**src/zcu_pkg.sv**
```systemverilog
// Shared types, constants and helper functions for the zigzag Cantor unrank block.
package zcu_pkg;

  localparam int POS_WIDTH          = 60;
  localparam int OUT_WIDTH          = 31;
  localparam int INDEX_WIDTH_DEF    = 60;
  localparam int DIAG_LIMIT_DEF     = 2000000000;

  // bits needed for a diagonal count that may reach the limit plus one
  function automatic int zcu_diag_width(input longint limit);
    return $clog2(limit + 2);
  endfunction

  function automatic int zcu_max(input int a, input int b);
    return (a > b) ? a : b;
  endfunction

  typedef enum logic [1:0] {
    ST_IDLE,
    ST_SEARCH,
    ST_DONE
  } zcu_state_t;

  typedef struct packed {
    logic load;
    logic step;
    logic finish;
  } zcu_cmd_t;

endpackage

```
**src/zcu_datapath.sv**
```systemverilog
// Datapath: bitwise diagonal search by shift-add triangular numbers, then offset and output.
module zcu_datapath #(
  parameter int INDEX_WIDTH = zcu_pkg::INDEX_WIDTH_DEF,
  parameter int DIAG_LIMIT  = zcu_pkg::DIAG_LIMIT_DEF
) (
  input  logic                            clk,
  input  zcu_pkg::zcu_cmd_t               cmd,
  input  logic [zcu_pkg::POS_WIDTH-1:0]   in_position,
  output logic [zcu_pkg::OUT_WIDTH-1:0]   numerator,
  output logic [zcu_pkg::OUT_WIDTH-1:0]   denominator
);
  import zcu_pkg::*;

  localparam int DW = zcu_diag_width(DIAG_LIMIT);
  localparam int TW = 2 * DW;
  localparam int OW = OUT_WIDTH;
  localparam int CW = zcu_max(zcu_max(TW, INDEX_WIDTH), OW);
  localparam int PW = zcu_max(POS_WIDTH, INDEX_WIDTH);

  localparam logic [DW-1:0] C_INIT   = {1'b1, {(DW - 1){1'b0}}};
  localparam logic [TW-1:0] CSQ_INIT = {2'b01, {(TW - 2){1'b0}}};
  localparam logic [TW:0]   TC_SUM   = (TW + 1)'(CSQ_INIT) + (TW + 1)'(C_INIT);
  localparam logic [TW-1:0] TC_INIT  = TC_SUM[TW:1];
  localparam logic [CW-1:0] LIMIT_C  = CW'(DIAG_LIMIT);
  localparam logic [OW-1:0] TWO      = OW'(2);

  logic [INDEX_WIDTH-1:0] n_r, n_nxt;
  logic [DW-1:0]          hi_r, hi_nxt;
  logic [DW-1:0]          d_r, d_nxt;
  logic [DW-1:0]          c_r, c_nxt;
  logic [TW-1:0]          t_r, t_nxt;
  logic [TW-1:0]          ac_r, ac_nxt;
  logic [TW-1:0]          csq_r, csq_nxt;
  logic [TW-1:0]          tc_r, tc_nxt;
  logic [OW-1:0]          num_r, num_nxt;
  logic [OW-1:0]          den_r, den_nxt;

  logic [PW-1:0]          pos_ext;
  logic [CW-1:0]          n_in_ext;
  logic [DW-1:0]          cand;
  logic [TW-1:0]          tri_cand;
  logic                   take;
  logic [TW:0]            ac_sum;
  logic [TW-1:0]          tc_sum;
  logic [CW-1:0]          k_full;
  logic [OW-1:0]          k_low;
  logic [OW-1:0]          other;

  assign pos_ext  = PW'(in_position);
  assign n_in_ext = CW'(pos_ext[INDEX_WIDTH-1:0]);

  // tri(d + c) = tri(d) + d*c + tri(c), with c a power of two
  assign cand     = d_r | c_r;
  assign tri_cand = t_r + ac_r + tc_r;
  assign take     = (cand <= hi_r) && (CW'(tri_cand) < CW'(n_r));
  assign ac_sum   = (TW + 1)'(ac_r) + (TW + 1)'(csq_r);
  assign tc_sum   = (csq_r >> 2) + TW'(c_r >> 1);

  assign k_full   = CW'(n_r) - CW'(t_r);
  assign k_low    = k_full[OW-1:0];
  assign other    = OW'(d_r) + TWO - k_low;

  always_comb begin
    n_nxt   = n_r;
    hi_nxt  = hi_r;
    d_nxt   = d_r;
    c_nxt   = c_r;
    t_nxt   = t_r;
    ac_nxt  = ac_r;
    csq_nxt = csq_r;
    tc_nxt  = tc_r;
    num_nxt = num_r;
    den_nxt = den_r;
    if (cmd.load) begin
      n_nxt   = pos_ext[INDEX_WIDTH-1:0];
      hi_nxt  = (n_in_ext < LIMIT_C) ? n_in_ext[DW-1:0] : LIMIT_C[DW-1:0];
      d_nxt   = '0;
      c_nxt   = C_INIT;
      t_nxt   = '0;
      ac_nxt  = '0;
      csq_nxt = CSQ_INIT;
      tc_nxt  = TC_INIT;
    end
    if (cmd.step) begin
      if (take) begin
        d_nxt  = cand;
        t_nxt  = tri_cand;
        ac_nxt = ac_sum[TW:1];
      end else begin
        ac_nxt = ac_r >> 1;
      end
      c_nxt   = c_r >> 1;
      csq_nxt = csq_r >> 2;
      tc_nxt  = tc_sum >> 1;
    end
    if (cmd.finish) begin
      // diagonal is d+1: even diagonal when d is odd
      if (d_r[0]) begin
        num_nxt = other;
        den_nxt = k_low;
      end else begin
        num_nxt = k_low;
        den_nxt = other;
      end
    end
  end

  always_ff @(posedge clk) begin
    n_r   <= n_nxt;
    hi_r  <= hi_nxt;
    d_r   <= d_nxt;
    c_r   <= c_nxt;
    t_r   <= t_nxt;
    ac_r  <= ac_nxt;
    csq_r <= csq_nxt;
    tc_r  <= tc_nxt;
    num_r <= num_nxt;
    den_r <= den_nxt;
  end

  assign numerator   = num_r;
  assign denominator = den_r;

endmodule

```
**src/zcu_ctrl.sv**
```systemverilog
// Controller: sequences load, search steps and output transfer.
module zcu_ctrl #(
  parameter int DIAG_LIMIT = zcu_pkg::DIAG_LIMIT_DEF
) (
  input  logic              clk,
  input  logic              rst_n,
  input  logic              in_valid,
  output logic              in_ready,
  output logic              out_valid,
  input  logic              out_ready,
  output zcu_pkg::zcu_cmd_t cmd
);
  import zcu_pkg::*;

  localparam int DW   = zcu_diag_width(DIAG_LIMIT);
  localparam int CNTW = $clog2(DW);
  localparam logic [CNTW-1:0] CNT_LAST = CNTW'(DW - 1);

  zcu_state_t      state_r, state_nxt;
  logic [CNTW-1:0] cnt_r, cnt_nxt;
  logic            out_valid_r, out_valid_nxt;

  always_ff @(posedge clk) begin
    if (!rst_n) begin
      state_r     <= ST_IDLE;
      cnt_r       <= '0;
      out_valid_r <= 1'b0;
    end else begin
      state_r     <= state_nxt;
      cnt_r       <= cnt_nxt;
      out_valid_r <= out_valid_nxt;
    end
  end

  always_comb begin
    state_nxt  = state_r;
    cnt_nxt    = cnt_r;
    in_ready   = 1'b0;
    cmd        = '0;
    unique case (state_r)
      ST_IDLE: begin
        in_ready = 1'b1;
        if (in_valid) begin
          cmd.load  = 1'b1;
          cnt_nxt   = CNT_LAST;
          state_nxt = ST_SEARCH;
        end
      end
      ST_SEARCH: begin
        cmd.step = 1'b1;
        cnt_nxt  = cnt_r - CNTW'(1);
        if (cnt_r == '0) begin
          state_nxt = ST_DONE;
        end
      end
      ST_DONE: begin
        if (!out_valid_r || out_ready) begin
          cmd.finish = 1'b1;
          state_nxt  = ST_IDLE;
        end
      end
      default: begin
        state_nxt = ST_IDLE;
      end
    endcase
  end

  always_comb begin
    out_valid_nxt = out_valid_r;
    if (cmd.finish) begin
      out_valid_nxt = 1'b1;
    end else if (out_ready) begin
      out_valid_nxt = 1'b0;
    end
  end

  assign out_valid = out_valid_r;

endmodule

```
**src/zigzag_cantor_unrank.sv**
```systemverilog
// Top level of the zigzag Cantor table unrank block.
// Maps a 1-based position in the zigzag walk of the fraction table to its fraction.
// Each item runs in order: the position is taken, then DW steps (DW = 31 at the default
// DIAG_LIMIT) of the shift-add triangular-number search run (one diagonal bit per
// step), and finally the offset is formed and the result register is loaded.
// That last step is held off while the previous result has not been transferred.
// A finished result waits in its register while the next position is taken.
module zigzag_cantor_unrank #(
  parameter int INDEX_WIDTH = zcu_pkg::INDEX_WIDTH_DEF,
  parameter int DIAG_LIMIT  = zcu_pkg::DIAG_LIMIT_DEF
) (
  input  logic                          clk,
  input  logic                          rst_n,
  input  logic                          in_valid,
  output logic                          in_ready,
  input  logic [zcu_pkg::POS_WIDTH-1:0] in_position,
  output logic                          out_valid,
  input  logic                          out_ready,
  output logic [zcu_pkg::OUT_WIDTH-1:0] out_numerator,
  output logic [zcu_pkg::OUT_WIDTH-1:0] out_denominator
);
  import zcu_pkg::*;

  zcu_cmd_t cmd;

  zcu_ctrl #(
    .DIAG_LIMIT (DIAG_LIMIT)
  ) u_ctrl (
    .clk       (clk),
    .rst_n     (rst_n),
    .in_valid  (in_valid),
    .in_ready  (in_ready),
    .out_valid (out_valid),
    .out_ready (out_ready),
    .cmd       (cmd)
  );

  zcu_datapath #(
    .INDEX_WIDTH (INDEX_WIDTH),
    .DIAG_LIMIT  (DIAG_LIMIT)
  ) u_datapath (
    .clk         (clk),
    .cmd         (cmd),
    .in_position (in_position),
    .numerator   (out_numerator),
    .denominator (out_denominator)
  );

endmodule

```
**config.mk**
```make
export PLATFORM = sky130hd
export DESIGN_NAME = zigzag_cantor_unrank
export DESIGN_NICKNAME = d
export VERILOG_FILES = /design/src/zcu_pkg.sv /design/src/zcu_datapath.sv /design/src/zcu_ctrl.sv /design/src/zigzag_cantor_unrank.sv
export SDC_FILE = /design/constraint.sdc
export NUM_CORES = 1
export LEC_CHECK = 0
export BUFFER_PORTS_ARGS = -buffer_cell sky130_fd_sc_hd__buf_4
export CAP_MARGIN = 20
export CORE_MARGIN = 1
export CORE_UTILIZATION = 43
export CTS_CLUSTER_SIZE = 12
export DETAILED_ROUTE_END_ITERATION = 6
export HOLD_SLACK_MARGIN = 0.1
export PLACE_DENSITY_LB_ADDON = 0.12
export SLEW_MARGIN = 20
export SYNTH_ARGS = -nofsm -noshare
export SYNTH_HDL_FRONTEND = slang
export SYNTH_HIERARCHICAL = 1
export SYNTH_SLANG_ARGS = --single-unit
```
**constraint.sdc**
```tcl
create_clock -name clk -period 7.3 [get_ports clk]
set_input_delay 0 -clock clk [delete_from_list [all_inputs] [get_ports clk]]
set_output_delay 0 -clock clk [all_outputs]
set_load 0.01 [all_outputs]
```
Word-level counts from Yosys, hierarchy flattened
Cells that the tools add are included.
Widths: inputs -> output; s select.
- flip-flop bits (word level): 438
- bits in latches: 0
- memory bits (writable): 0
- bits in read-only memories: 0
- bits of input ports: 64
- output and inout port bits: 64
- word-level logic and storage cells: 72
- memories: 0
- add/subtract/negate cells: 8
- multiply operators: 0
- divide/modulo/power cells: 0
- $lt $le $gt $ge: 3
- equality and inequality tests: 5
- shifts and indexed selects: 0
- mux-type cells: 31
- bitwise logic cells: 1
- reduce and logical (&&, ||, !) cells: 10
- operators with widths (cell ; number):
    $mux 62 ; 6
    $mux 31 ; 5
    $mux 61 ; 2
    $mux 59 ; 2
    $add 62x61->63 ; 1
    $add 62x61->62 ; 1
    $add 62x62->62 ; 1
    $lt 62x60->1 ; 1
    $sub 31x31->31 ; 2
    $add 59x30->60 ; 1
    $lt 60x31->1 const B ; 1
    $mux 30 ; 2
    $add 31x2->31 const B ; 1
    $le 31x31->1 ; 1
    $or 31x31->31 ; 1
    $pmux 5 s2 ; 1
    $mux 1 ; 8
    $mux 2 ; 3
    $pmux 2 s3 ; 1
    $reduce_bool 2->1 ; 3
    $logic_not 5->1 ; 1
    $mux 5 ; 1
    $sub 5x1->5 const B ; 1
    $ne 2x1->1 const B ; 2
    other kinds (9) ; 9

Longest topological paths before layout
- word-level depth: 6
- gate-level depth with buffers: 29
- gate-level depth less buffers: 26

Modules after synthesis
The synthesis kept the hierarchy.
- modules (own cells, without submodules) (module ; instances ; cells an instance ; area an instance (sq um) ; sequential area each (sq um)):
    zcu_datapath ; 1 ; 2853 ; 27711.6 ; 10199.8
    zcu_ctrl ; 1 ; 44 ; 399.1 ; 160.2

Least setup slack after synthesis
Ideal clock, no wire load.
- path kind: register to register
- start point: register u_ctrl.state_r[0]
- end point: register u_datapath.ac_r[0], enable pin
- library setup time: 0.431 ns
- arrival: 6.380 ns
- data required time: 6.869 ns
- slack: 0.490 ns
- cell stages (with the launch flop): 5
- buffers on the path: 2
- period minus slack after synthesis: 6.810 ns
- path through: dfxtp_1 nor3b_2 clkbuf_1 buf_1 or2_2
- RTL lines (element ; line ; RTL):
    start, declared ; zcu_ctrl.sv:19 ; zcu_state_t state_r, state_nxt;
    start signal, assigned ; zcu_ctrl.sv:29 ; state_r <= state_nxt;
    end signal, assigned ; zcu_datapath.sv:114 ; ac_r <= ac_nxt;
    end, declared ; zcu_datapath.sv:32 ; logic [TW-1:0] ac_r, ac_nxt;

Worst setup path in the final report
- start point: register u_datapath.ac_r[1]
- end point: register u_datapath.t_r[6]
- word-level cells in the longest chain between the ends: 6
- RTL lines (element ; line ; RTL):
    $add 62x62->62 (*) ; zcu_datapath.sv:54 ; assign tri_cand = t_r + ac_r + tc_r;
    $add 62x61->62 (*) ; zcu_datapath.sv:54 ;
    $lt 62x60->1 ; zcu_datapath.sv:55 ; assign take = (cand <= hi_r) && (CW'(tri_cand) < CW'(n_r));
    $logic_and 1x1->1 ; zcu_datapath.sv:55 ;
    $mux 62 (*) ; zcu_datapath.sv:85 ; if (take) begin
    $mux 62 (*) ; zcu_datapath.sv:84 ; if (cmd.step) begin
    net u_datapath.t_nxt[6] ; zcu_datapath.sv:31 ; logic [TW-1:0] t_r, t_nxt;
    end signal, assigned ; zcu_datapath.sv:113 ; t_r <= t_nxt;
    end, declared ; zcu_datapath.sv:31 ;
The timed path passes the listed nets; every way through them passes the cells marked *.
A chain may end at the register's enable or synchronous reset.

==> results.cfg <==
[cells_and_area]
drive_gt1_share_pct = 13.0
fin_cells = 3999
area_growth_pct = 16.3
nets = 3518
final_util_pct = 50.6

[sta]
post-route-min-period_ns = 6.98
holdWs_ns = 0.142
setup_viol = 0
setup_slack_ns = 0.321
clock.fmax_mhz = 143
slew_viol_final = 0
slew_headroom_pct = 35.2
finalCritPeriodShare_pct = 95.6
finClkSkew_ns = 0.0241
final.setup.tns_ns = 0
max_slew.worst_pin.slew_ns = 0.972
hold_viol_final = 0

[setup_path]
cp-start-kind = flop
reg2reg_depth = 30
cp.required_ns = 7.78
critPathKind = flop to flop
critPathTopFamily = compound AO/OA/AOI/OAI gates
cp-end-kind = flop
crit_path_max_fanout = 32
cp_common_cell = buf_4
critPathBufInv = 9
r2r_end = u_datapath/t_r[6]
critical_path_arrival_ns = 7.46
worstReg2RegStart = u_datapath/ac_r[1]
critPathMaxStageDelay_ns = 0.51
cpMaxStageDelayCell = fa_1
r2r_slack_ns = 0.32

[floorplanning]
dieWidth_um = 258
io_pins = 128
die_h_um = 258
rows = 93
core_um2 = 64600
die_area_um2 = 66400
initial_core_util_pct = 43.5

[route]
wl_per_cell_um = 19.9
vias = 22700
drt_iter0_drc = 1437
vias_per_cell = 5.67
drt_wl_total_um = 79500
postRouteAntennaNets = 0
drc_errors = 0
dr.pass1.iters = 5

[clock_network]
cts_tree = yes
htreeDepth = 2
cts_buffers = 49
clk_path_buf_depth = 3
cts_root_buffer = clkbuf_16
cts_sinks = 379
cts.clk_slew.worst_paths_ns = 0.06
clock_latency_ns = 0.60

[worst_hold_path]
hp-class = input port to flop
holdPathStages = 2
min_from = in_position[27]
whs_endpoint = u_datapath/n_r[27]

[synthesis]
synth_edf_count = 277
yosys_most_used_dff = edfxtp_1
syn_avg_cell_area_um2 = 9.70
async_flop_share_pct = 0
ys_warn_count = 6
synthesis.nets = 3313
synth.ff_latch_count = 379
netlist_area_um2 = 28100
synth_cells = 2897
synth-seq-area-share_pct = 36.9
synth_cell_types = 83

[place]
port_buffers = 127
dp_hpwl_um = 60700
place.gp.congestion = 0.893
dpl.cell_count = 3839
dp_slack_ns = -0.0709

[global_route]
grtUsageTotal_pct = 23.5
grt-ovfl-total = 0
grt_pass1_wl_um = 123000
grt_start_max_net_pins = 188
grt_pass1_vias = 22300
antenna_found_initial = 10

[power_and_ir_drop]
powerDensity_nw_per_um2 = 443
irDropWorstVdd_mv = 0.197
power_leakage_uw = 0.0141

[status]
status = finished clean

[job]
drv_cap = 0
[state kept, by name (all words and copies together) (netlist names)]
| name | count |
|---|---|
| u_ctrl/cnt_r | 5 |
| u_datapath/csq_r | 29 |
| u_datapath/ac_r | 62 |
| u_ctrl/out_valid | 1 |
| u_datapath/tc_r | 33 |
| u_datapath/numerator | 31 |
| u_datapath/d_r | 31 |
| u_datapath/n_r | 60 |
| u_datapath/denominator | 31 |
| u_datapath/hi_r | 31 |
| u_datapath/t_r | 62 |
| u_datapath/c_r | 1 |
| u_ctrl/state_r | 2 |
[worst max-delay path by stage]
stage	start	endpoint	slack [ns]	depth (start not counted)
floorplan	u_ctrl/state_r[0]	u_datapath/ac_r[0]	0.49	4
global placement	u_datapath/ac_r[1]	u_datapath/ac_r[12]	0.02	30
detailed placement	u_datapath/ac_r[1]	u_datapath/ac_r[61]	-0.07	30
CTS	u_datapath/ac_r[1]	u_datapath/ac_r[60]	0.01	29
global route	u_datapath/ac_r[1]	u_datapath/t_r[4]	-0.01	30
finish	u_datapath/ac_r[1]	u_datapath/t_r[6]	0.32	30
[power breakdown]
group / internal (uW) / switching, uW / leakage (uW) / total (uW)
logic: 3510 / 5080 / 0.00981 / 8590
clock network: 1500 / 955 / 0.000800 / 2460
registers: 2970 / 461 / 0.00351 / 3430
[what timing repair did]
item,in CTS,in global routing
hold buffers,63,0
gates cloned,0,0
pin swaps,2,7
resized for setup,1,22
setup endpoints to repair,71,155
hold endpoints to repair,99,0
buffers inserted,1,3
[area by class of cell]
class,instances,area [um2]
Antenna cell,2,5.00
Clock buffer,69,1390
Clock inverter,22,248
Fill cell,5923,31900
Inverter,235,882
Multi-Input combinational cell,2186,16600
Sequential cell,379,10400
Tap cell,855,1070
Timing Repair Buffer,251,2120
[stage by stage]
step	power (uW)	instance area, um2
6_report	14500	32700
3_5_place_dp	11800	30300
5_1_grt	15700	32700
4_1_cts	14400	32600
2_1_floorplan	9480	28100
3_3_place_gp	11700	30300
[Yosys cell counts (9+ instances only)]
cell type / number / area (um2)
a2111oi_0: 10 / 87.6
xor2_1: 72 / 631
a211oi_1: 20 / 150
or2_2: 44 / 275
and3_1: 22 / 138
inv_1: 234 / 878
a31oi_1: 43 / 269
nor2b_1: 54 / 338
o21bai_1: 36 / 270
nand3_1: 46 / 230
mux2i_1: 31 / 310
o31ai_1: 15 / 113
a31o_2: 13 / 114
ha_1: 303 / 3790
buf_1: 15 / 56.3
o21ai_0: 141 / 706
dfxtp_1: 102 / 2040
a21boi_0: 12 / 90.1
a221oi_1: 9 / 78.8
a21o_1: 77 / 578
clkbuf_1: 54 / 203
edfxtp_1: 277 / 8320
nor4_1: 18 / 113
nor3_1: 37 / 185
buf_2: 26 / 130
mux2_2: 61 / 687
nor2_1: 183 / 687
and2_1: 67 / 419
a21oi_1: 200 / 1000
xnor2_1: 90 / 788
a311oi_1: 31 / 272
nand2b_1: 70 / 438
o211ai_1: 21 / 158
fa_1: 49 / 981
a2bb2oi_1: 27 / 236
or4_1: 11 / 82.6
nand4_1: 42 / 263
o21a_1: 19 / 143
nand2_1: 191 / 717
[placed cells by master, fill, tap and decap left out, types with 43 or more instances in the layout]
cell / n
a21o_1: 77
nand3_1: 46
mux2_2: 61
ha_1: 303
and2_1: 66
buf_4: 181
nor2b_1: 52
fa_1: 49
o21ai_0: 138
nor2_1: 183
edfxtp_1: 277
clkbuf_16: 50
nand2b_1: 70
dfxtp_1: 101
a21oi_1: 200
xor2_1: 72
a31oi_1: 43
dlygate4sd3_1: 63
xnor2_1: 89
nand2_1: 190
inv_1: 234
or2_2: 43
[layer usage]
metal	GRT usage (%)	share of wire [%]
met1	30.9	44
met2	40.4	48
met3	2.71	5.0
met4	7.12	2.7
met5	0	0.016
[kinds of logic (layout without fill, tap and decap cells)]
kind of cell	after synthesis	in the layout	share of synthesized area [%]
AND/OR/NAND/NOR	820	820	14.8
AO/OA/AOI/OAI	750	750	17.7
flip-flops	379	379	36.9
adder cells (fa/ha/maj)	352	352	17.0
buffers and inverters	332	577	4.59
XOR/XNOR	164	164	5.16
multiplexers	100	100	3.87
other	0	2	0
(Power assumes the default switching activity.)
